File: config.mk
export PLATFORM = sky130hd
export DESIGN_NAME = motion_level_classifier_core_flat
export DESIGN_NICKNAME = d
export VERILOG_FILES = /design/src/hw/rtl/mcl_pkg.sv /design/src/hw/rtl/mcl_in_if.sv /design/src/hw/rtl/mcl_out_if.sv /design/src/hw/rtl/mcl_ram.sv /design/src/hw/rtl/mcl_ctrl.sv /design/src/hw/rtl/mcl_dp.sv /design/src/hw/rtl/motion_level_classifier_core.sv /design/src/flat_wrapper.sv
export SDC_FILE = /design/constraint.sdc
export NUM_CORES = 2
export LEC_CHECK = 0
export ABC_AREA = 1
export CORE_AREA = 5 5 431 433
export CTS_CLUSTER_SIZE = 16
export DETAILED_ROUTE_END_ITERATION = 16
export DIE_AREA = 0 0 436 438
export DONT_BUFFER_PORTS = 1
export GPL_ROUTABILITY_DRIVEN = 1
export PLACE_DENSITY = 0.59
export SLEW_MARGIN = 5
export SYNTH_ARGS = -nofsm -noshare
export SYNTH_HDL_FRONTEND = slang
export SYNTH_HIERARCHICAL = 1
export SYNTH_SLANG_ARGS = --single-unit
export TNS_END_PERCENT = 1
File: constraint.sdc
create_clock -name i_clk -period 7.02 [get_ports i_clk]
set_input_delay 0 -clock i_clk [delete_from_list [all_inputs] [get_ports i_clk]]
set_output_delay 0 -clock i_clk [all_outputs]
set_load 0.01 [all_outputs]
File: src/hw/rtl/mcl_pkg.sv
package mcl_pkg;

    // Default ring depth
    localparam int WINDOW_DEPTH_DEF = 10;

    // Field widths
    localparam int ACC_W     = 16;
    localparam int TIME_W    = 32;
    localparam int REG_W     = 16;
    localparam int MAG_W     = 17;
    localparam int ROOT_W    = 16;
    localparam int SQ_W      = 2 * ROOT_W;
    localparam int ENERGY_W  = 48;
    localparam int LVL_W     = 2;
    localparam int CFG_IDX_W = 3;

    // Square root runs one result bit per step
    localparam int ROOT_STEPS = ROOT_W;
    localparam int CNT_W      = $clog2(ROOT_STEPS);
    localparam int REM_W      = ROOT_W + 2;

    localparam logic [CNT_W-1:0] CNT_SQ_LAST   = CNT_W'(3);
    localparam logic [CNT_W-1:0] CNT_ROOT_LAST = CNT_W'(ROOT_STEPS - 1);

    // Square selector codes
    localparam logic [1:0] SQ_SEL_X = 2'd0;
    localparam logic [1:0] SQ_SEL_Y = 2'd1;

    localparam logic [MAG_W-1:0]    ONE_G_MAG  = MAG_W'(2509);
    localparam logic [ENERGY_W-1:0] ENERGY_MAX = {ENERGY_W{1'b1}};

    // Configuration register indexes
    localparam logic [CFG_IDX_W-1:0] CFG_STATIC_THR  = CFG_IDX_W'(0);
    localparam logic [CFG_IDX_W-1:0] CFG_WALKING_THR = CFG_IDX_W'(1);
    localparam logic [CFG_IDX_W-1:0] CFG_WALKING_RATE = CFG_IDX_W'(2);
    localparam logic [CFG_IDX_W-1:0] CFG_RUNNING_RATE = CFG_IDX_W'(3);
    localparam logic [CFG_IDX_W-1:0] CFG_MIN_INTERVAL = CFG_IDX_W'(4);

    // Configuration reset values
    localparam logic [REG_W-1:0] STATIC_THR_RST   = REG_W'(125);
    localparam logic [REG_W-1:0] WALKING_THR_RST  = REG_W'(376);
    localparam logic [REG_W-1:0] WALKING_RATE_RST = REG_W'(2450);
    localparam logic [REG_W-1:0] RUNNING_RATE_RST = REG_W'(4900);
    localparam logic [REG_W-1:0] MIN_INTERVAL_RST = REG_W'(1000);

    // Motion levels
    localparam logic [LVL_W-1:0] LVL_STATIC  = LVL_W'(0);
    localparam logic [LVL_W-1:0] LVL_WALKING = LVL_W'(1);
    localparam logic [LVL_W-1:0] LVL_RUNNING = LVL_W'(2);

    // Item opcodes
    localparam logic OP_SAMPLE = 1'b0;
    localparam logic OP_CLEAR  = 1'b1;

    typedef struct packed {
        logic                     op;
        logic signed [ACC_W-1:0]  accel_x;
        logic signed [ACC_W-1:0]  accel_y;
        logic signed [ACC_W-1:0]  accel_z;
        logic [TIME_W-1:0]        now_ms;
    } t_in_item;

    typedef struct packed {
        logic [LVL_W-1:0]    motion_state;
        logic                state_changed;
        logic [ENERGY_W-1:0] total_energy;
    } t_out_item;

    typedef enum logic [3:0] {
        ST_IDLE,
        ST_CLEAR,
        ST_SQUARE,
        ST_ROOT_INIT,
        ST_ROOT,
        ST_RING_RD,
        ST_RING_UPD,
        ST_LIMITS,
        ST_CLASSIFY,
        ST_ENERGY_MUL,
        ST_ENERGY_ADD,
        ST_FINISH
    } t_state;

    typedef struct packed {
        logic       load;
        logic       clear;
        logic       sq_first;
        logic [1:0] sq_sel;
        logic       root_init;
        logic       root_step;
        logic       ring_rd;
        logic       ring_upd;
        logic       limits;
        logic       classify;
        logic       energy_mul;
        logic       energy_add;
        logic       out_load;
    } t_cmd;

    typedef struct packed {
        logic out_free;
    } t_status;

endpackage

File: src/hw/rtl/mcl_in_if.sv
interface mcl_in_if import mcl_pkg::*; ();
    logic     valid;
    logic     ready;
    t_in_item item;

    modport source (output valid, output item, input ready);
    modport sink (input valid, input item, output ready);
endinterface

File: src/hw/rtl/mcl_out_if.sv
interface mcl_out_if import mcl_pkg::*; ();
    logic      valid;
    logic      ready;
    t_out_item item;

    modport source (output valid, output item, input ready);
    modport sink (input valid, input item, output ready);
endinterface

File: src/hw/rtl/mcl_ram.sv
module mcl_ram #(
    parameter int WIDTH = 17,
    parameter int DEPTH = 10,
    localparam int AW = (DEPTH > 1) ? $clog2(DEPTH) : 1
) (
    input  logic             i_clk,
    input  logic             i_we,
    input  logic [AW-1:0]    i_waddr,
    input  logic [WIDTH-1:0] i_wdata,
    input  logic             i_re,
    input  logic [AW-1:0]    i_raddr,
    output logic [WIDTH-1:0] o_rdata
);
    logic [WIDTH-1:0] r_mem [DEPTH];
    logic [WIDTH-1:0] r_rdata;

    always_ff @(posedge i_clk) begin
        if (i_we) begin
            r_mem[i_waddr] <= i_wdata;
        end
        if (i_re) begin
            r_rdata <= r_mem[i_raddr];
        end
    end

    assign o_rdata = r_rdata;
endmodule

File: src/hw/rtl/mcl_ctrl.sv
module mcl_ctrl import mcl_pkg::*; (
    input  logic    i_clk,
    input  logic    i_rst_n,
    input  logic    i_in_valid,
    input  logic    i_in_op,
    input  t_status i_status,
    output logic    o_in_ready,
    output t_cmd    o_cmd
);
    t_state           r_state, n_state;
    logic [CNT_W-1:0] r_cnt, n_cnt;

    always_ff @(posedge i_clk) begin
        if (!i_rst_n) begin
            r_state <= ST_IDLE;
            r_cnt   <= '0;
        end else begin
            r_state <= n_state;
            r_cnt   <= n_cnt;
        end
    end

    always_comb begin
        n_state    = r_state;
        n_cnt      = r_cnt;
        o_in_ready = 1'b0;
        o_cmd      = '0;
        unique case (r_state)
            ST_IDLE: begin
                o_in_ready = 1'b1;
                if (i_in_valid) begin
                    o_cmd.load = 1'b1;
                    n_cnt      = '0;
                    n_state    = (i_in_op == OP_CLEAR) ? ST_CLEAR : ST_SQUARE;
                end
            end
            ST_CLEAR: begin
                o_cmd.clear = 1'b1;
                n_state     = ST_FINISH;
            end
            ST_SQUARE: begin
                o_cmd.sq_sel   = r_cnt[1:0];
                o_cmd.sq_first = (r_cnt == '0);
                if (r_cnt == CNT_SQ_LAST) begin
                    n_cnt   = '0;
                    n_state = ST_ROOT_INIT;
                end else begin
                    n_cnt = r_cnt + 1'b1;
                end
            end
            ST_ROOT_INIT: begin
                o_cmd.root_init = 1'b1;
                n_cnt           = '0;
                n_state         = ST_ROOT;
            end
            ST_ROOT: begin
                o_cmd.root_step = 1'b1;
                if (r_cnt == CNT_ROOT_LAST) begin
                    n_cnt   = '0;
                    n_state = ST_RING_RD;
                end else begin
                    n_cnt = r_cnt + 1'b1;
                end
            end
            ST_RING_RD: begin
                o_cmd.ring_rd = 1'b1;
                n_state       = ST_RING_UPD;
            end
            ST_RING_UPD: begin
                o_cmd.ring_upd = 1'b1;
                n_state        = ST_LIMITS;
            end
            ST_LIMITS: begin
                o_cmd.limits = 1'b1;
                n_state      = ST_CLASSIFY;
            end
            ST_CLASSIFY: begin
                o_cmd.classify = 1'b1;
                n_state        = ST_ENERGY_MUL;
            end
            ST_ENERGY_MUL: begin
                o_cmd.energy_mul = 1'b1;
                n_state          = ST_ENERGY_ADD;
            end
            ST_ENERGY_ADD: begin
                o_cmd.energy_add = 1'b1;
                n_state          = ST_FINISH;
            end
            ST_FINISH: begin
                // hold until the output register can take the item
                if (i_status.out_free) begin
                    o_cmd.out_load = 1'b1;
                    n_state        = ST_IDLE;
                end
            end
            default: begin
                n_state = ST_IDLE;
            end
        endcase
    end
endmodule

File: src/hw/rtl/mcl_dp.sv
module mcl_dp import mcl_pkg::*; #(
    parameter int WINDOW_DEPTH = WINDOW_DEPTH_DEF
) (
    input  logic                 i_clk,
    input  logic                 i_rst_n,
    input  logic                 i_cfg_we,
    input  logic [CFG_IDX_W-1:0] i_cfg_idx,
    input  logic [REG_W-1:0]     i_cfg_data,
    input  t_in_item             i_in_item,
    input  t_cmd                 i_cmd,
    output t_status              o_status,
    input  logic                 i_out_ready,
    output logic                 o_out_valid,
    output t_out_item            o_out_item
);
    localparam int AW    = (WINDOW_DEPTH > 1) ? $clog2(WINDOW_DEPTH) : 1;
    localparam int CW    = $clog2(WINDOW_DEPTH + 1);
    localparam int SUM_W = MAG_W + CW;
    localparam int LIM_W = REG_W + CW;

    // configuration
    logic [REG_W-1:0] r_static_thr, r_walking_thr, r_walking_rate, r_running_rate;
    logic [REG_W-1:0] r_min_interval;

    always_ff @(posedge i_clk) begin
        if (!i_rst_n) begin
            r_static_thr   <= STATIC_THR_RST;
            r_walking_thr  <= WALKING_THR_RST;
            r_walking_rate <= WALKING_RATE_RST;
            r_running_rate <= RUNNING_RATE_RST;
            r_min_interval <= MIN_INTERVAL_RST;
        end else if (i_cfg_we) begin
            unique case (i_cfg_idx)
                CFG_STATIC_THR:   r_static_thr   <= i_cfg_data;
                CFG_WALKING_THR:  r_walking_thr  <= i_cfg_data;
                CFG_WALKING_RATE: r_walking_rate <= i_cfg_data;
                CFG_RUNNING_RATE: r_running_rate <= i_cfg_data;
                CFG_MIN_INTERVAL: r_min_interval <= i_cfg_data;
                default: ;
            endcase
        end
    end

    // captured item
    t_in_item r_item;

    always_ff @(posedge i_clk) begin
        if (i_cmd.load) begin
            r_item <= i_in_item;
        end
    end

    // sum of squares over a shared squarer
    logic signed [ACC_W-1:0] sq_in;
    logic signed [SQ_W-1:0]  sq_full;
    logic [SQ_W-1:0]         r_prod, r_acc;

    always_comb begin
        case (i_cmd.sq_sel)
            SQ_SEL_X: sq_in = r_item.accel_x;
            SQ_SEL_Y: sq_in = r_item.accel_y;
            default:  sq_in = r_item.accel_z;
        endcase
        sq_full = sq_in * sq_in;
    end

    always_ff @(posedge i_clk) begin
        r_prod <= unsigned'(sq_full);
        if (i_cmd.sq_first) begin
            r_acc <= '0;
        end else begin
            r_acc <= r_acc + r_prod;
        end
    end

    // square root, one result bit per step
    logic [SQ_W-1:0]    r_rad;
    logic [REM_W-1:0]   r_rem;
    logic [ROOT_W-1:0]  r_root;
    logic [REM_W+1:0]   rem_sh, trial, rem_sub;

    always_comb begin
        rem_sh  = {r_rem, r_rad[SQ_W-1 -: 2]};
        trial   = {2'b00, r_root, 2'b01};
        rem_sub = rem_sh - trial;
    end

    always_ff @(posedge i_clk) begin
        if (i_cmd.root_init) begin
            r_rad  <= r_acc;
            r_rem  <= '0;
            r_root <= '0;
        end else if (i_cmd.root_step) begin
            r_rad <= {r_rad[SQ_W-3:0], 2'b00};
            if (rem_sh >= trial) begin
                r_rem  <= rem_sub[REM_W-1:0];
                r_root <= {r_root[ROOT_W-2:0], 1'b1};
            end else begin
                r_rem  <= rem_sh[REM_W-1:0];
                r_root <= {r_root[ROOT_W-2:0], 1'b0};
            end
        end
    end

    // change ring
    logic [MAG_W-1:0] mag, r_last_mag, r_diff, ram_rdata, old_diff;
    logic [AW-1:0]    r_ptr;
    logic             r_full;
    logic [SUM_W-1:0] r_sum;
    logic [CW-1:0]    count;

    assign mag      = MAG_W'(r_root);
    assign old_diff = r_full ? ram_rdata : '0;
    assign count    = r_full ? CW'(WINDOW_DEPTH) : CW'(r_ptr);

    mcl_ram #(
        .WIDTH (MAG_W),
        .DEPTH (WINDOW_DEPTH)
    ) u_ring (
        .i_clk   (i_clk),
        .i_we    (i_cmd.ring_upd),
        .i_waddr (r_ptr),
        .i_wdata (r_diff),
        .i_re    (i_cmd.ring_rd),
        .i_raddr (r_ptr),
        .o_rdata (ram_rdata)
    );

    always_ff @(posedge i_clk) begin
        if (!i_rst_n) begin
            r_last_mag <= ONE_G_MAG;
            r_ptr      <= '0;
            r_full     <= 1'b0;
            r_sum      <= '0;
        end else begin
            if (i_cmd.ring_rd) begin
                r_last_mag <= mag;
            end
            if (i_cmd.ring_upd) begin
                r_sum <= r_sum - SUM_W'(old_diff) + SUM_W'(r_diff);
                if (r_ptr == AW'(WINDOW_DEPTH - 1)) begin
                    r_ptr  <= '0;
                    r_full <= 1'b1;
                end else begin
                    r_ptr <= r_ptr + 1'b1;
                end
            end
        end
    end

    always_ff @(posedge i_clk) begin
        if (i_cmd.ring_rd) begin
            r_diff <= (mag >= r_last_mag) ? (mag - r_last_mag) : (r_last_mag - mag);
        end
    end

    // classification
    logic [LIM_W-1:0]  r_lim_s, r_lim_w;
    logic [LVL_W-1:0]  r_level, level;
    logic              r_changed;
    logic [TIME_W-1:0] r_elapsed, r_mark;

    always_ff @(posedge i_clk) begin
        if (i_cmd.limits) begin
            r_lim_s <= LIM_W'(r_static_thr) * LIM_W'(count);
            r_lim_w <= LIM_W'(r_walking_thr) * LIM_W'(count);
        end
        if (i_cmd.classify) begin
            r_elapsed <= r_item.now_ms - r_mark;
        end
    end

    always_comb begin
        if (r_sum < SUM_W'(r_lim_s)) begin
            level = LVL_STATIC;
        end else if (r_sum < SUM_W'(r_lim_w)) begin
            level = LVL_WALKING;
        end else begin
            level = LVL_RUNNING;
        end
    end

    // energy
    logic [ENERGY_W-1:0] r_eprod, r_energy;
    logic [REG_W-1:0]    rate;
    logic [ENERGY_W:0]   energy_sum;

    assign rate       = (r_level == LVL_WALKING) ? r_walking_rate : r_running_rate;
    assign energy_sum = {1'b0, r_energy} + {1'b0, r_eprod};

    always_ff @(posedge i_clk) begin
        if (i_cmd.energy_mul) begin
            r_eprod <= ENERGY_W'(rate) * ENERGY_W'(r_elapsed);
        end
    end

    always_ff @(posedge i_clk) begin
        if (!i_rst_n) begin
            r_level   <= LVL_STATIC;
            r_changed <= 1'b0;
            r_energy  <= '0;
            r_mark    <= '0;
        end else if (i_cmd.clear) begin
            r_changed <= 1'b0;
            r_energy  <= '0;
            r_mark    <= '0;
        end else begin
            if (i_cmd.classify) begin
                r_level   <= level;
                r_changed <= (level != r_level);
            end
            if (i_cmd.energy_add) begin
                if (r_mark == '0) begin
                    r_mark <= r_item.now_ms;
                end else if (r_elapsed >= TIME_W'(r_min_interval)) begin
                    if (r_level != LVL_STATIC) begin
                        r_energy <= energy_sum[ENERGY_W] ? ENERGY_MAX
                                                         : energy_sum[ENERGY_W-1:0];
                    end
                    r_mark <= r_item.now_ms;
                end
            end
        end
    end

    // output register
    logic      r_out_valid;
    t_out_item r_out;

    always_ff @(posedge i_clk) begin
        if (!i_rst_n) begin
            r_out_valid <= 1'b0;
        end else if (i_cmd.out_load) begin
            r_out_valid <= 1'b1;
        end else if (i_out_ready) begin
            r_out_valid <= 1'b0;
        end
    end

    always_ff @(posedge i_clk) begin
        if (i_cmd.out_load) begin
            r_out.motion_state  <= r_level;
            r_out.state_changed <= r_changed;
            r_out.total_energy  <= r_energy;
        end
    end

    assign o_status.out_free = !r_out_valid || i_out_ready;
    assign o_out_valid       = r_out_valid;
    assign o_out_item        = r_out;
endmodule

File: src/hw/rtl/motion_level_classifier_core.sv
// Motion level classifier. Each sample item (op = 0) takes the magnitude of a
// three-axis acceleration as the floor of the integer square root of the sum
// of squares, pushes its absolute change into a ring of the last WINDOW_DEPTH
// changes, and classifies the motion as static, walking or running from the
// ring sum against the thresholds scaled by the fill count. While moving,
// energy grows by rate times elapsed milliseconds, at most once per
// min_interval_ms, saturating at 2^48-1. A clear item (op = 1) zeroes the
// energy and the time mark. Every item gives one result item. Most of the
// work for a sample is the 16-step square root unit (one result bit per
// cycle), which follows a pass over one shared squarer; a clear item skips
// both. The output register lets a finished result wait while the next
// item is taken in. The ring sits in a small RAM and needs no clearing
// pass after reset: entries past the fill point read as zero. Write
// configuration only while idle.
module motion_level_classifier_core import mcl_pkg::*; #(
    parameter int WINDOW_DEPTH = WINDOW_DEPTH_DEF
) (
    input  logic                 i_clk,
    input  logic                 i_rst_n,
    input  logic                 i_cfg_we,
    input  logic [CFG_IDX_W-1:0] i_cfg_idx,
    input  logic [REG_W-1:0]     i_cfg_data,
    mcl_in_if.sink               i_sample,
    mcl_out_if.source            o_result
);
    t_cmd    cmd;
    t_status status;

    // sequence the steps of one item
    mcl_ctrl u_ctrl (
        .i_clk      (i_clk),
        .i_rst_n    (i_rst_n),
        .i_in_valid (i_sample.valid),
        .i_in_op    (i_sample.item.op),
        .i_status   (status),
        .o_in_ready (i_sample.ready),
        .o_cmd      (cmd)
    );

    // squarer, root unit, ring, classifier, energy and output register
    mcl_dp #(
        .WINDOW_DEPTH (WINDOW_DEPTH)
    ) u_dp (
        .i_clk       (i_clk),
        .i_rst_n     (i_rst_n),
        .i_cfg_we    (i_cfg_we),
        .i_cfg_idx   (i_cfg_idx),
        .i_cfg_data  (i_cfg_data),
        .i_in_item   (i_sample.item),
        .i_cmd       (cmd),
        .o_status    (status),
        .i_out_ready (o_result.ready),
        .o_out_valid (o_result.valid),
        .o_out_item  (o_result.item)
    );
endmodule
File: src/flat_wrapper.sv
// flat-port wrapper written by rule: the top's interface ports become plain ports
module motion_level_classifier_core_flat import mcl_pkg::*;
#(
    parameter int WINDOW_DEPTH = WINDOW_DEPTH_DEF
)
  (i_clk, i_rst_n, i_cfg_we, i_cfg_idx, i_cfg_data, i_sample_valid, i_sample_item, i_sample_ready, o_result_valid, o_result_item, o_result_ready);
  mcl_in_if i_sample_i ();
  mcl_out_if o_result_i ();
  input  logic i_clk;
  input  logic i_rst_n;
  input  logic i_cfg_we;
  input  logic [CFG_IDX_W-1:0] i_cfg_idx;
  input  logic [REG_W-1:0] i_cfg_data;
  input wire logic [$bits(i_sample_i.valid)-1:0] i_sample_valid;
  input wire logic [$bits(i_sample_i.item)-1:0] i_sample_item;
  output wire logic [$bits(i_sample_i.ready)-1:0] i_sample_ready;
  output wire logic [$bits(o_result_i.valid)-1:0] o_result_valid;
  output wire logic [$bits(o_result_i.item)-1:0] o_result_item;
  input wire logic [$bits(o_result_i.ready)-1:0] o_result_ready;
  assign i_sample_i.valid = i_sample_valid;
  assign i_sample_i.item = i_sample_item;
  assign i_sample_ready = i_sample_i.ready;
  assign o_result_valid = o_result_i.valid;
  assign o_result_item = o_result_i.item;
  assign o_result_i.ready = o_result_ready;
  motion_level_classifier_core #(.WINDOW_DEPTH(WINDOW_DEPTH)) u_core (.i_clk(i_clk), .i_rst_n(i_rst_n), .i_cfg_we(i_cfg_we), .i_cfg_idx(i_cfg_idx), .i_cfg_data(i_cfg_data), .i_sample(i_sample_i), .o_result(o_result_i));
endmodule
# After elaboration in Yosys (flattened, before gate mapping)
# Memory sizes are Yosys's and may differ from the RTL's. A register that Yosys moved wholly into a read port is not among the register bits.
# Cells that the tools add are included.
# Widths: inputs -> output; s select.
# totals
ff_bits	612
mem_bits_rw	170
input_bits	105
output_inout_bits	53
word_cells	150
mem_count	1
# memory_table
memory	depth	width	rd	rd_ports_with_merged_regs	wr	line_no	source
u_core.u_dp.u_ring.r_mem	10	17	1	1	1	mcl_ram.sv:14	logic [WIDTH-1:0] r_mem [DEPTH];
# classes
addsub	10
multipliers	4
n_lt_le_gt_ge	5
n_eq_ne	25
muxes	44
n_bitwise	3
n_reduce_logical	25
# ops
op	n
$mux 32	4
$add 48x48->49	1
$mul 16x32->48	1
$mux 48	1
$pmux 4 s11	1
$lt 21x20->1	2
$mul 16x4->20	2
$mux 4	9
$mux 17	2
$sub 16x16->17	2
$add 32x32->32	1
$ge 32x16->1	1
$logic_not 32->1	1
$mul 16x16->32	1
$pmux 16 s2	1
$sub 32x32->32	1
$eq 4x4->1 const B	6
$add 21x17->21	1
$sub 21x17->21	1
$ge 20x18->1	1
$mux 1	19
$mux 18	1
$reduce_and 2->1	9
$sub 18x18->18	1
26 further kinds	46

# Logic depth before layout (Yosys ltp)
# logic_depth
ltp_word	5
ltp_mapped	36
ltp_nobuf	34

# Cells and area by module
# The synthesis kept the hierarchy.
# by_module_without_submodules
mod	n_inst	cells_each	area_each_um2	seq_area_each_um2
mcl_dp	1	8206	63563.5	15074.5
mcl_ram	1	686	7738.7	5615.4
mcl_ctrl	1	105	636.9	160.2

# Least setup slack after synthesis
# OpenSTA, ideal clock, no wires.
# synth_timing
path_type	register to register
from	reg u_core.u_ctrl.r_state[1]
to	reg u_core.u_dp.r_prod[31]
setup_time_ns	0.112
arrival_time_ns	6.679
t_required_ns	6.908
setup_slack_ns	0.229
path_stages_with_launch	29
path_buffers	2
synth_period_minus_slack_ns	6.791
path_cell_list	dfxtp_1 -> nand2_2 -> nor2_4 -> inv_1 -> nor2_1 -> nor2_1 -> a21oi_1 -> o21a_1 -> buf_4 -> clkinv_1 -> buf_2 -> nor2_1 -> fa_1 -> fa_1 -> fa_1 -> fa_1 -> inv_1 -> fa_1 -> inv_1 -> fa_1 -> ha_1 -> inv_1 -> nor3_1 -> nand2_1 -> or2_2 -> nand3_1 -> inv_1 -> nand2_1 -> nand2_1
# synth_lines
element	line_no	source
from (decl)	mcl_ctrl.sv:10	t_state r_state, n_state;
from (signal assigned)	mcl_ctrl.sv:18	r_state <= n_state;
to (signal assigned)	mcl_dp.sv:68	r_prod <= unsigned'(sq_full);
to (decl)	mcl_dp.sv:56	logic [SQ_W-1:0] r_prod, r_acc;

==> qor.yml <==
synthCells: 8997
rows: 157
cts_sinks: 798
n_fill_cell: 17900
startpoint_type: "flip-flop"
syn_area_um2: 71900
initial_utilization_pct: 39.6
hold_path.class: "in -> reg"
insertion_delay_ps: 760
holdPathEnd: "u_core/u_dp/r_min_interval[1]"
outcome: "finished, final reports clean"
netlist_top_cells_area: "edfxtp_1 (20%), fa_1 (20%), nand2_1 (11%)"
ys_types: 61
postSynthAreaPerCell_um2: 8.00
synth.top_cell.area_share_pct: 20.3
numPortBuffers: 0
ys_ff_latch: 798
drt_first_iter_violations: 3793
clk_pin_slew_ps: 60
drc: 0
ioPinCount: 158
worst_ep_arrival_time_ps: 7320
min_from: "i_cfg_idx[2]"
drive_gt1_share_pct: 5.49
ys_top_cells_by_count: "nand2_1 (2067), inv_1 (1830), nor2_1 (1009)"
fmax_mhz: 149
gr-usage-all-layers_pct: 21.9
cp-end-kind: "flip-flop"
required_ps: 7620
finalCritPeriodShare_pct: 95.7
syn-num-nets: 10300
stdcell_count: 11700
crit_top_cell: "fa_1"
critPathSlowestCell: "fa_1"
r2r_end: "u_core/u_dp/r_prod[26]"
antenna_found_initial: 17
critPathKind: "reg -> reg"
skew_ps: 86.8
wl_per_cell_um: 17.9
setup_viol: 0
gp_congestion: 0.948
clockRootBuffer: "clkbuf_16"
via_per_inst: 4.97
hold_depth: 2
dr.pass1.iters: 6
synth.most_common_cell: "nand2_1"
relSlewSlack_pct: 29.5
finalWirelength_um: 210000
drv_slew: 0
antenna_left: 0
dp_hpwl_um: 165000
fin_nets: 10600
layout_min_cycle_time_ps: 6720
core_area_um2: 182000
dieArea_um2: 191000
synth_edf_count: 487
grt_pass1_vias: 59800
yosysSeqAreaShare_pct: 29.0
r2r-start: "u_core/u_ctrl/r_state[2]"
hold_viol: 0
clk_path_buf_depth: 3
grt_pass1_wl_um: 333000
yosys.area.top_type: "edfxtp_1"
r2r_slack_ps: 300
tns_ps: 0
overflow: 0
tightest_slew_ps: 1050
fp.dieH_um: 438
cts_tree: "done"
cp_max_fo: 15
fin_util_pct: 44.6
area_growth_pct: 12.6
slowest_delay_ps: 530
die_x_um: 436
dp.cells: 11300
grt_max_degree: 105
yosys_warnings: 6
cts_buffers: 92
synth_flop_cell: "edfxtp_1"
vias: 58300
drv_cap: 0
reg2regPathDepth: 30
rsz0062_at_grt: "yes"
async_flop_share_pct: 0
htreeDepth: 3
-- worst max-delay path by stage --
| stage | startpoint | endpoint | slack, ps | cells after the start |
|---|---|---|---|---|
| 2_1_floorplan | u_core/u_ctrl/r_state[1] | u_core/u_dp/r_prod[31] | 230 | 28 |
| 3_3_place_gp | u_core/u_ctrl/r_state[2] | u_core/u_dp/r_prod[31] | 120 | 31 |
| 3_5_place_dp | u_core/u_ctrl/r_state[2] | u_core/u_dp/r_prod[26] | 30 | 31 |
| 4_1_cts | u_core/u_ctrl/r_state[2] | u_core/u_dp/r_prod[26] | 60 | 32 |
| 5_1_grt | u_core/u_ctrl/r_state[2] | u_core/u_dp/r_prod[29] | -30 | 31 |
| 6_report | u_core/u_ctrl/r_state[2] | u_core/u_dp/r_prod[26] | 300 | 30 |
-- critical path: cells and delay by family, from the launching register on --
| kind | cells | cell delay, ps |
|---|---|---|
| xor gates and xnor gates | 1 | 130 |
| and+or+nand+nor | 8 | 1050 |
| buffers and inverters | 9 | 910 |
| DFF | 1 | 340 |
| adders and majority gates | 7 | 3260 |
| AOI/OAI and AO/OA | 5 | 860 |
-- per-stage QoR --
stage	hold slack [ps]	setup slack [ps]	cell area (um^2)
after floorplan	97.6	229	71900
after global placement	98.9	120	75300
after global routing	84.9	-34.3	81000
after CTS	0.229	56.0	80600
after detailed placement	98.9	29.0	75300
final	76.6	304	81000
-- what timing repair did --
| item | CTS | global route |
|---|---|---|
| hold endpoints to repair | 226 | 0 |
| gates cloned | 0 | 1 |
| gates resized for setup | 6 | 94 |
| pin swaps | 0 | 16 |
| hold buffers | 202 | 0 |
| buffers inserted | 0 | 12 |
| setup endpoints to repair | 5 | 42 |
-- logic make-up after synthesis --
logic type | count (synthesis) | share of synthesized area, %
AO/OA/AOI/OAI | 1035 | 7.94
XOR/XNOR | 213 | 2.59
buffers and inverters | 2098 | 11.3
flip-flops | 798 | 29.0
AND/OR/NAND/NOR | 3630 | 20.3
adder cells (fa/ha/maj) | 1223 | 28.9
-- layout by cell type (no fill, tap or decap), drive strengths merged, types with 73 or more instances in the layout --
cell            n
dfxtp         311
fa            727
edfxtp        487
nand2        2079
xor2          145
buf           178
a21oi         473
inv          1866
nand3         356
dlygate4sd3   201
ha            496
nor2         1025
o21ai         360
clkbuf        125
nand4          73
-- registers in the layout, summed over array words and instances, names as in the netlist, 32 cells and up --
name	flops
u_core/u_dp/r_eprod	48
u_core/u_dp/r_rad	32
u_core/u_dp/o_out_item	51
u_core/u_dp/r_elapsed	32
u_core/u_dp/r_mark	32
u_core/u_dp/r_acc	32
u_core/u_dp/r_energy	48
u_core/u_dp/r_item	80
u_core/u_dp/u_ring/r_mem	170
-- layout make-up --
cell class	instances	area, um^2	area share (%)
Timing Repair Buffer	379	3530	4.36
Antenna cell	4	10.0	0.0124
Timing Repair inverter	1	7.51	0.00926
Tap cell	2385	2980	3.68
Clock inverter	47	652	0.804
Sequential cell	798	20900	25.7
Inverter	1877	7080	8.74
Clock buffer	125	2640	3.26
Multi-Input combinational cell	6101	43300	53.4
-- layer usage --
| metal | part of all wire [%] | wire length, um | track usage (%) | vias up |
|---|---|---|---|---|
| met1 | 45 | 94300 | 29.8 | 28000 |
| met3 | 5.4 | 11200 | 2.57 | 343 |
| met2 | 47 | 97600 | 36.8 | 1598 |
| met5 | 0 | 0 | 0 | - |
| met4 | 3.1 | 6420 | 6.62 | 0 |
| li1 | - | - | - | 28400 |
Power is not shown: default switching activity piles up to over one toggle a cycle in this logic, so the estimate is an artifact.
